$ cat config.mk
export PLATFORM = sky130hd
export DESIGN_NAME = bpa_ctrl
export DESIGN_NICKNAME = d
export VERILOG_FILES = /design/src/sv/bpa_pkg.sv /design/src/sv/bpa_ctrl.sv
export SDC_FILE = /design/constraint.sdc
export NUM_CORES = 1
export LEC_CHECK = 0
export CAP_MARGIN = 10
export CORE_AREA = 2 2 39 41
export CTS_CLUSTER_DIAMETER = 150
export DETAILED_ROUTE_END_ITERATION = 12
export DIE_AREA = 0 0 41 43
export DONT_BUFFER_PORTS = 1
export SYNTH_ARGS = -nofsm -noshare
export SYNTH_HDL_FRONTEND = slang
export SYNTH_SLANG_ARGS = --single-unit
$ cat constraint.sdc
create_clock -name i_clk -period 1.9 [get_ports i_clk]
set_clock_uncertainty 0.05 [all_clocks]
set_input_delay 0.38 -clock i_clk [delete_from_list [all_inputs] [get_ports i_clk]]
set_output_delay 0.38 -clock i_clk [all_outputs]
set_load 0.01 [all_outputs]
$ cat src/sv/bpa_pkg.sv
// shared constants, codes and controller/datapath interface types for the page allocator
package bpa_pkg;

    localparam int DEF_NUM_SLOTS  = 1024;
    localparam int DEF_COUNT_BITS = 16;

    localparam int WORD_BITS = 64;
    localparam int BIT_W     = 6;
    localparam int ACT_W     = 3;
    localparam int PAGE_W    = 10;
    localparam int STATUS_W  = 2;

    localparam logic [ACT_W-1:0] ACT_ALLOC = 3'd0;
    localparam logic [ACT_W-1:0] ACT_FREE  = 3'd1;
    localparam logic [ACT_W-1:0] ACT_GET   = 3'd2;
    localparam logic [ACT_W-1:0] ACT_PUT   = 3'd3;
    localparam logic [ACT_W-1:0] ACT_DEL   = 3'd4;

    localparam logic [STATUS_W-1:0] ST_OK   = 2'd0;
    localparam logic [STATUS_W-1:0] ST_FULL = 2'd1;
    localparam logic [STATUS_W-1:0] ST_BAD  = 2'd2;

    typedef struct packed {
        logic clear;
        logic latch;
        logic scan_first;
        logic scan_next;
        logic alloc_commit;
        logic op_read;
        logic exec_commit;
    } t_cmd;

    typedef struct packed {
        logic clr_done;
        logic hit;
        logic last;
    } t_stat;

endpackage

$ cat src/sv/bpa_ctrl.sv
// sequencer for clearing, bitmap scan and single-page operations
module bpa_ctrl (
    input  logic                      i_clk,
    input  logic                      i_rst_n,
    input  logic                      i_in_valid,
    output logic                      o_in_ready,
    input  logic [bpa_pkg::ACT_W-1:0] i_action,
    output logic                      o_out_valid,
    input  logic                      i_out_ready,
    output bpa_pkg::t_cmd             o_cmd,
    input  bpa_pkg::t_stat            i_stat
);
    import bpa_pkg::*;

    localparam logic [2:0] S_CLEAR = 3'd0;
    localparam logic [2:0] S_IDLE  = 3'd1;
    localparam logic [2:0] S_SCAN0 = 3'd2;
    localparam logic [2:0] S_SCAN  = 3'd3;
    localparam logic [2:0] S_RD    = 3'd4;
    localparam logic [2:0] S_EXEC  = 3'd5;

    logic [2:0] r_state;
    logic [2:0] n_state;
    logic       r_out_valid;
    logic       n_out_valid;
    logic       out_free;
    logic       load;

    assign out_free    = !r_out_valid || i_out_ready;
    assign o_out_valid = r_out_valid;
    assign o_in_ready  = (r_state == S_IDLE);

    always_comb begin
        o_cmd   = '0;
        n_state = r_state;
        unique case (r_state)
            S_CLEAR: begin
                o_cmd.clear = 1'b1;
                if (i_stat.clr_done) begin
                    n_state = S_IDLE;
                end
            end
            S_IDLE: begin
                if (i_in_valid) begin
                    o_cmd.latch = 1'b1;
                    n_state     = (i_action == ACT_ALLOC) ? S_SCAN0 : S_RD;
                end
            end
            S_SCAN0: begin
                o_cmd.scan_first = 1'b1;
                n_state          = S_SCAN;
            end
            S_SCAN: begin
                // stop on a free bit or after the last word, hold while the result slot is busy
                if (i_stat.hit || i_stat.last) begin
                    if (out_free) begin
                        o_cmd.alloc_commit = 1'b1;
                        n_state            = S_IDLE;
                    end
                end else begin
                    o_cmd.scan_next = 1'b1;
                end
            end
            S_RD: begin
                o_cmd.op_read = 1'b1;
                n_state       = S_EXEC;
            end
            S_EXEC: begin
                if (out_free) begin
                    o_cmd.exec_commit = 1'b1;
                    n_state           = S_IDLE;
                end
            end
            default: begin
                n_state = S_CLEAR;
            end
        endcase
    end

    assign load = o_cmd.alloc_commit || o_cmd.exec_commit;

    always_comb begin
        n_out_valid = r_out_valid;
        if (load) begin
            n_out_valid = 1'b1;
        end else if (i_out_ready) begin
            n_out_valid = 1'b0;
        end
    end

    always_ff @(posedge i_clk) begin
        if (!i_rst_n) begin
            r_state     <= S_CLEAR;
            r_out_valid <= 1'b0;
        end else begin
            r_state     <= n_state;
            r_out_valid <= n_out_valid;
        end
    end

endmodule

# Word-level counts from Yosys, hierarchy flattened
# Index checks and enable logic that the tools add are counted.
# totals
regBits	4
latch_bits	0
mem_bits_rw	0
mem_bits_ro	0
in_bits	10
out_inout_bits	9
elab_cells	36
memories	0
# op_classes
n_addsub	0
n_mul	0
div_mod_pow	0
n_lt_le_gt_ge	0
n_eq_ne	8
shift	0
mux	18
bitwise	0
reduce_logical	8
# op_table
cell	n
$pmux W3 S6	1
$mux W3	5
$mux W1	11
$eq A3 B2 Y1 const B	2
$eq A3 B3 Y1 const B	2
$logic_not A3 Y1	2
$ne A2 B2 Y1 const B	3
$eq A3 B1 Y1 const B	1
$logic_or A1 B1 Y1	3
$reduce_and A3 Y1	1
$mux W2	1
$reduce_bool A2 Y1	1
$logic_not A1 Y1	1

# Logic depth before layout (Yosys ltp)
# Gate-level depths: netlist of run 1.
# depth
depth_word	7
mapped_depth	4

# Least setup slack after synthesis of run 1
# Ideal clock, no wire load.
# synth_timing
path_type	flip-flop to output port
from	reg r_state[1]
to	out o_cmd[5] (netlist bit)
arrival_ns	0.965
required_ns	1.470
slack_ns	0.505
path_stages_with_launch	5
cell_sequence	dfxtp_1 -> buf_2 -> nand2b_1 -> nor2_1 -> and2_1
# synth_lines
element	line	rtl
start: declaration	bpa_ctrl.sv:22	logic [2:0] r_state;
start signal: assignment	bpa_ctrl.sv:96	r_state <= n_state;
end: declaration	bpa_ctrl.sv:10	output bpa_pkg::t_cmd o_cmd,

==> run_results.csv, run 1 <==
group,metric,value,unit
cts,hold_buffers,0,
critical_path,critPathLaunchType,"register",
power,p_sw,0.0678,mW
routing,wl_per_cell,12.5,um
die,io_pins,19,
power,p_sw_share,28.2,%
critical_path,cpPeakStageDelay,490,ps
cts,cts_resized,0,
critical_path,crit_start,"r_state[0]",
cells_and_area,nFillCells,155,
logic_synthesis,avgSynthCellArea,6.75,um^2
global_routing,globalRouteOverflowTotal,0,
cts,post_cts_buffers,0,
die,start_util,21.0,%
power,p_int,0.172,mW
sta,fmax,0.587,GHz
cts,clockBufferDepth,2,
place,portBuffers,0,
routing,drc_errors,0,
die,placementRows,14,
cts,clk_latency,240,ps
cells_and_area,fin_nets,55,
routing,avgViaCountPerCell,4.83,
sta,worst-slew-pin-transition,380,ps
sta,finalMaxSlewViolations,0,
logic_synthesis,synth_top_area_cell,"dfxtp_1",
global_routing,grtUsageTotal,10.0,%
critical_path,path_buf_inv,0,
sta,fin_tns_setup,0,ps
cells_and_area,diodes,0,
routing,dr.pass1.iters,4,
logic_synthesis,syn_area,290,um^2
power,combPwrFrac,12.9,%
logic_synthesis,yosysUniqueCellTypes,19,
logic_synthesis,yosysWarnings,0,
critical_path,path_delay_family,"simple AND/OR/NAND/NOR gates",
worst_hold_path,hold_class,"in -> reg",
place,dp_hpwl,553,um
global_routing,grt_pass1_vias,261,
cells_and_area,drive_gt1_share,14.0,%
sta,hold_viol_final,0,
critical_path,end_kind,"primary output",
place,place_congestion,0.754,
global_routing,grt_start_max_net_pins,13,
sta,finalSetupViolations,0,
cts,root_buffer,"clkbuf_4",
critical_path,worstSetupPathType,"reg -> out",
global_routing,grt_pass1_wl,1090,um
sta,finalCriticalPeriod,1700,ps
critical_path,r2r_start,"r_state[0]",
worst_hold_path,min_from,"i_rst_n",
sta,setup_slack,197,ps
critical_path,cp_data_arrival_time,1270,ps
power,powerDensity,762,nW/um^2
power,vdd_ir_drop_max,0.193,mV
logic_synthesis,synth-seq-cells,4,
die,dieArea,1760,um^2
cells_and_area,syn_to_final_growth,8.62,%
cts,clock-sinks,4,
cts,cts_buffers,3,
logic_synthesis,syn_nets,53,
routing,detail-route-antenna-nets,0,
place,dpl_worst_slack,445,ps
outcome,status,"complete, no violations",
logic_synthesis,synthTopCellsByArea,"dfxtp_1 28%, nand2b_1 8.6%, nand2_1 6.5%",
power,cellLeakagePower,0.110,nW
logic_synthesis,synth_top_area_share,27.6,%
sta,period_share,89.6,%
critical_path,crit_chain,"nand2b_1 > nor2_1 > and2_1",
cts,path_clk_slew,40,ps
logic_synthesis,synth-seq-area-share,27.6,%
critical_path,cp_slowest_cell,"dfxtp_1",
die,die_y,43,um
critical_path,crit_required,1470,ps
routing,route.vias.total,285,
die,die_w,41,um
routing,drt_iter0_drc,11,
logic_synthesis,synthCells,43,
global_routing,antenna_found_initial,0,
sta,slew_headroom,74.5,%
cts,cts.htree.levels,1,
routing,drt-total-wl,736,um
sta,rsz0062_at_grt,"false",
cts,cts_tree,"built",
power,seq_power_share,41.3,%
critical_path,worstPathMaxFanout,10,
job,cap_violations,0,
power,p_clk_share,45.8,%
die,coreArea,1380,um^2
-- placed cells by master (no fill, tap or decap), drive strengths merged --
cell    count
nand2       6
nor2        5
nand2b      4
dfxtp       4
nor3        3
nor2b       3
o21ai       3
a21oi       3
clkbuf      3
nor3b       2
or2         1
nand3       1
inv         1
and2        1
or3         1
nand4b      1
a31o        1
-- Yosys cell counts --
master,instances
nand2_1,5
nor2_1,5
dfxtp_1,4
nand2b_1,4
a21oi_1,3
nor2b_1,3
nor3_1,3
o21ai_0,3
buf_2,2
nor3b_1,2
a31o_2,1
and2_1,1
buf_4,1
inv_1,1
nand2_2,1
nand3_1,1
nand4b_1,1
or2_2,1
or3_1,1
-- final timing paths --
kind / end / slack (ps) / cells past startpoint
setup / recovery: o_cmd[5] / 200 / 3
hold / removal: r_state[0] / 210 / 2
setup reg to reg: r_state[2] / 780 / 3
hold reg to reg: o_out_valid / 570 / 2
-- final cells by class --
| type | instances | area, um^2 | area share, % |
|---|---|---|---|
| multi-input combinational | 35 | 189 | 59.9 |
| tap | 16 | 20.0 | 6.35 |
| inverter | 1 | 3.75 | 1.19 |
| sequential | 4 | 80.1 | 25.4 |
| clock buffer | 3 | 22.5 | 7.14 |
-- cells by family (layout without fill, tap and decap cells) --
family          count (synthesis)  in the layout  synth area share [%]
simple gates                   28             28                  51.7
compound gates                  7              7                  13.4
flops                           4              4                  27.6
buf+inv                         4              4                  7.33
-- power groups by stage --
stage | sequential (mW) | combinational (mW) | clock (mW)
final | 0.0992 | 0.0309 | 0.110
after global routing | 0.101 | 0.0349 | 0.120
after CTS | 0.0991 | 0.0314 | 0.115
after detailed placement | 0.100 | 0.0312 | 0
after global placement | 0.0999 | 0.0308 | 0
after floorplan | 0.0917 | 0.0378 | 0
-- worst reg2reg max path, cell delays in order (launching register included) --
cell and delay, ps:
dfxtp_1 490, nand2_2 70, or3_1 310, a21oi_1 130
-- flip-flops by register name, indices dropped and copies added, names as in the netlist --
name and count:
o_out_valid 1, r_state 3
-- per-layer routing --
layer	vias to the layer above	wire length, um	GRT usage [%]
li1	144	-	-
met1	121	292	9.65
met2	20	347	12.8
met3	0	96	5.76
met4	0	0	12.0
met5	-	0	0
-- per-stage QoR --
| step | std cells | power [mW] | hold slack, ps | utilization (%) | instance area [um^2] |
|---|---|---|---|---|---|
| CTS | 59 | 0.245 | 206 | 22.8 | 315 |
| floorplan | 43 | 0.129 | 439 | - | 290 |
| finish | 59 | 0.240 | 211 | 22.8 | 315 |
| detailed placement | 56 | 0.132 | 459 | 21.2 | 293 |
| global placement | 56 | 0.131 | 458 | 21.2 | 293 |
| global route | 59 | 0.256 | 215 | 22.8 | 315 |
No activity file was read; power rests on OpenSTA's default activity.
==> run 2: changes to the inputs <==
- CELL_PAD_IN_SITES_DETAIL_PLACEMENT: unset -> 1
- CELL_PAD_IN_SITES_GLOBAL_PLACEMENT: unset -> 2
- GPL_TIMING_DRIVEN: unset -> 0
- PLACE_DENSITY_LB_ADDON: unset -> 0.1
==> run 2 against run 1 <==
Non-clock buffer count up 3. Global-route usage up 1.4 points. Sequential share of layout area down 1.3 points. Sequential cell count unchanged. Worst hold slack worse by 3.3 ps. Die area unchanged. Fmax up 0.24%. Critical path type unchanged. Critical endpoint unchanged. Highest routed layer is now met4.
==> run_results.csv, run 2 (synthesis gave the netlist of run 1 again) <==
group,metric,value,unit
die,placementRows,14,
outcome,status,"complete, no violations",
cts,post_cts_buffers,0,
routing,detail-route-antenna-nets,0,
cells_and_area,fin_nets,58,
die,coreArea,1380,um^2
sta,fin_tns_setup,0,ps
cells_and_area,diodes,0,
sta,finalMaxSlewViolations,0,
global_routing,antenna_found_initial,0,
sta,slew_headroom,73.9,%
place,place_congestion,0.731,
job,cap_violations,0,
routing,drt-total-wl,866,um
die,die_y,43,um
cts,root_buffer,"clkbuf_4",
place,dpl_worst_slack,430,ps
place,dp.cells,59,
cells_and_area,finalInstanceArea,333,um^2
cells_and_area,nFillCells,179,
cts,cts.htree.levels,1,
die,start_util,21.0,%
global_routing,grt_pass1_vias,282,
sta,worst-slew-pin-transition,391,ps
cells_and_area,drive_gt1_share,19.6,%
cells_and_area,regMostFlops,"r_state",
critical_path,crit_required,1470,ps
global_routing,grtUsageTotal,11.4,%
power,powerDensity,732,nW/um^2
cts,cts_buffers,3,
global_routing,globalRouteOverflowTotal,0,
place,portBuffers,0,
cells_and_area,layout.cells.non_filler,62,
die,die_w,41,um
cts,cts_tree,"built",
sta,hold_viol_final,0,
sta,finalCriticalPeriod,1700,ps
critical_path,end_kind,"primary output",
cells_and_area,largest_register_ffs,3,
place,dp_hpwl,658,um
cts,clockBufferDepth,2,
global_routing,grt_start_max_net_pins,11,
routing,drc_errors,0,
critical_path,cp_data_arrival_time,1270,ps
cts,cts_resized,0,
power,vdd_ir_drop_max,0.265,mV
die,dieArea,1760,um^2
routing,dr.pass1.iters,1,
sta,period_share,89.4,%
routing,drt_iter0_drc,0,
sta,rsz0062_at_grt,"false",
routing,avgViaCountPerCell,4.84,
critical_path,critPathLaunchType,"register",
sta,fmax,0.589,GHz
routing,wl_per_cell,14.0,um
power,cellLeakagePower,0.126,nW
critical_path,worstSetupPathType,"reg -> out",
cts,clock-sinks,4,
critical_path,worstPathMaxFanout,10,
cts,hold_buffers,0,
global_routing,grt_pass1_wl,1270,um
worst_hold_path,hold_class,"in -> reg",
cts,path_clk_slew,40,ps
cells_and_area,layout_common_cells,"5 x nor2_1, 5 x nand2_1, 4 x nand2b_1, 4 x dfxtp_1",
place,placed_area,310,um^2
sta,finalSetupViolations,0,
sta,setup_slack,201,ps
cells_and_area,syn_to_final_growth,14.7,%
routing,route.vias.total,300,
cts,clk_latency,240,ps
die,io_pins,19,
run 2: where the power goes:
| group | internal [mW] | total (mW) | switching (mW) | leakage [nW] |
|---|---|---|---|---|
| Combinational | 0.0166 | 0.0453 | 0.0288 | 0.0796 |
| Clock | 0.0708 | 0.107 | 0.0366 | 0.0138 |
| Sequential | 0.0888 | 0.0908 | 0.00208 | 0.0327 |
| Total | 0.176 | 0.244 | 0.0674 | 0.126 |
run 2: critical path, stage by stage, from the launching register on:
cell and delay (ps):
dfxtp_1 280, buf_2 160, nand2b_1 170, nor2_1 210, and2_1 210
run 2: through the flow:
| step | power [mW] | util, % | hold WS (ps) |
|---|---|---|---|
| 6_report | 0.244 | 24.1 | 207 |
| 2_1_floorplan | 0.129 | - | 439 |
| 4_1_cts | 0.250 | 24.1 | 205 |
| 3_3_place_gp | 0.136 | 22.4 | 454 |
| 3_5_place_dp | 0.138 | 22.4 | 456 |
| 5_1_grt | 0.260 | 24.1 | 202 |
run 2: layout make-up:
type / instances / area (um^2) / share of cell area (%)
buffer: 3 / 17.5 / 5.26
multi-input combinational: 35 / 189 / 56.8
clock buffer: 3 / 22.5 / 6.77
tap: 16 / 20.0 / 6.02
sequential: 4 / 80.1 / 24.1
inverter: 1 / 3.75 / 1.13
run 2: path summary, 6_finish.rpt:
check	from	end	slack, ps	cells past startpoint
min	i_rst_n	r_state[0]	210	2
max reg2reg	r_state[0]	r_state[2]	770	4
min reg2reg	r_state[2]	r_state[2]	540	2
max	r_state[1]	o_cmd[5]	200	4
run 2: per-layer routing:
metal  vias up  track usage, %  routed length (um)
li1        148               -                   -
met1       138            12.9                 332
met2        12            15.6                 434
met3         2            11.0                  88
met4         0            2.00                  10
met5         -               0                   0
==> run 3: changes to the inputs <==
--- a/config.mk
+++ b/config.mk
@@ -15,5 +15,5 @@
 export DONT_BUFFER_PORTS = 1
 export GPL_TIMING_DRIVEN = 0
-export PLACE_DENSITY_LB_ADDON = 0.1
+export PLACE_DENSITY = 0.64
 export SYNTH_ARGS = -nofsm -noshare
 export SYNTH_HDL_FRONTEND = slang
--- a/constraint.sdc
+++ b/constraint.sdc
@@ -3,3 +3,3 @@
 set_input_delay 0.38 -clock i_clk [delete_from_list [all_inputs] [get_ports i_clk]]
 set_output_delay 0.38 -clock i_clk [all_outputs]
-set_load 0.01 [all_outputs]
+set_load 0.05 [all_outputs]
==> run 3 against run 2 <==
The flow now finishes with violations (negative setup slack). Register-to-register slack worse by 100 ps. Global-route usage down 0.80 points. Die area unchanged. Sequential cell count unchanged. Non-clock buffer count up 1. First-iteration DRC count up 3. Clock power about the same. Worst setup slack worse by 240 ps. Sequential share of layout area down 4.3 points. Wire length down 10%. Fmax down 13%. Combinational power up 100%. Largest cell class unchanged.
==> run_results.csv, run 3 (synthesis gave the netlist of run 1 again) <==
group,metric,value,unit
cells_and_area,layout_common_cells,"5 x nand2_1, 4 x nor2_4, 4 x dfxtp_1",
cells_and_area,final_common_cell,"nand2_1",
cts,cts_tree,"built",
routing,drt_iter0_drc,3,
power,p_sw,0.106,mW
critical_path,cp_data_arrival_time,1510,ps
sta,setup_slack,-43.4,ps
cts,clk_latency,240,ps
worst_hold_path,hold_path_depth,2,
cts,root_buffer,"clkbuf_4",
global_routing,antenna_found_initial,0,
cts,path_clk_slew,40,ps
critical_path,r2r-end,"r_state[2]",
global_routing,grtUsageTotal,10.6,%
critical_path,end_kind,"primary output",
cts,cts.htree.levels,1,
sta,rsz0062_at_grt,"true",
sta,finalSetupViolations,1,
routing,route.vias.total,305,
cells_and_area,syn_to_final_growth,39.7,%
cts,clock-sinks,4,
routing,avgViaCountPerCell,4.84,
cells_and_area,regMostFlops,"r_state",
sta,finalCriticalPeriod,1940,ps
sta,period_share,102,%
cells_and_area,largest_register_ffs,3,
critical_path,crit_required,1470,ps
critical_path,worstSetupPathType,"reg -> out",
critical_path,critPathLaunchType,"register",
power,p_int,0.186,mW
critical_path,r2r_setup_slack,670,ps
outcome,status,"finished with violations",
cts,post_cts_buffers,0,
global_routing,grt_pass1_vias,308,
cts,clockBufferDepth,2,
power,powerDensity,720,nW/um^2
place,dp_hpwl,592,um
routing,wl_per_cell,12.3,um
die,die_y,43,um
sta,finalMaxSlewViolations,0,
sta,worst-slew-pin-transition,828,ps
power,seq_power_share,31.6,%
power,cellLeakagePower,0.147,nW
die,dieArea,1760,um^2
critical_path,worstPathMaxFanout,10,
power,p_sw_share,36.4,%
outcome,violations,"negative setup slack",
place,placed_area,330,um^2
worst_hold_path,hold_class,"in -> reg",
die,coreArea,1380,um^2
routing,met1Wirelength,326,um
place,dp.cells,60,
sta,fin_tns_setup,-43.4,ps
cells_and_area,drive_gt1_share,40.4,%
sta,hold_viol_final,0,
job,cap_violations,0,
place,portBuffers,0,
critical_path,rr_worst_depth,3,
power,combPwrFrac,31.3,%
die,die_w,41,um
routing,detail-route-antenna-nets,0,
cells_and_area,layout.cells.non_filler,63,
routing,dr.pass1.iters,2,
die,start_util,21.0,%
routing,drc_errors,0,
routing,route.met3.wl,56,um
power,vdd_ir_drop_max,0.277,mV
die,io_pins,19,
routing,top_layer,"met4",
sta,slew_headroom,44.6,%
place,place_congestion,0.653,
worst_hold_path,min_from,"i_rst_n",
global_routing,grt_pass1_wl,1250,um
routing,drt-total-wl,776,um
power,p_clk_share,37.1,%
global_routing,grt_start_max_net_pins,11,
cells_and_area,diodes,0,
sta,fmax,0.515,GHz
routing,dr_wl_met2,382,um
cells_and_area,finalInstanceArea,405,um^2
die,placementRows,14,
cells_and_area,fin_nets,59,
worst_hold_path,hold_end,"r_state[0]",
cells_and_area,nFillCells,173,
critical_path,r2r_start,"o_out_valid",
global_routing,globalRouteOverflowTotal,0,
cts,cts_buffers,3,
run 3: metrics by stage:
stage	power [mW]	hold slack (ps)	setup WS (ps)	util, %
after floorplan	0.161	439	-71.1	-
after global placement	0.168	454	-130	23.3
after detailed placement	0.173	456	-131	23.9
after CTS	0.291	201	-184	26.4
after global routing	0.312	226	-112	29.3
final	0.292	209	-43.4	29.3
run 3: timing repair:
action	CTS	global route
pin swaps	0	1
hold buffers	0	0
gates resized for setup	5	10
setup endpoints to repair	6	6
run 3: worst max-delay path: stages (launching register included):
cell     delay (ps)
dfxtp_1         330
buf_2           230
nor3b_2         720
run 3: power by group through the flow:
stage / clock network (mW) / logic [mW] / registers, mW
floorplan: 0 / 0.0676 / 0.0932
global placement: 0 / 0.0748 / 0.0934
detailed placement: 0 / 0.0797 / 0.0935
CTS: 0.114 / 0.0845 / 0.0921
global route: 0.121 / 0.0987 / 0.0925
finish: 0.108 / 0.0914 / 0.0922
run 3: final cells by class:
cell class	instances	area [um^2]	share of cell area (%)
Multi-Input combinational cell	35	248	61.1
Buffer	3	23.8	5.86
Inverter	1	3.75	0.926
Tap cell	16	20.0	4.94
Clock buffer	3	22.5	5.56
Sequential cell	4	80.1	19.8
Timing Repair Buffer	1	7.51	1.85
run 3: worst max-delay path by stage:
stage          cells after the start  slack (ps)  startpoint        to
4_1_cts                            3        -180  r_state[2]  o_cmd[4]
3_3_place_gp                       4        -130  r_state[1]  o_cmd[5]
6_report                           2         -40  r_state[2]  o_cmd[1]
5_1_grt                            2        -110  r_state[2]  o_cmd[1]
2_1_floorplan                      4         -70  r_state[1]  o_cmd[5]
3_5_place_dp                       4        -130  r_state[1]  o_cmd[5]
run 3: per-layer routing:
layer,global-route usage [%],vias to the layer above
met2,16.6,11
met4,8.00,0
met5,0,-
met1,10.9,139
met3,3.66,2
li1,-,153
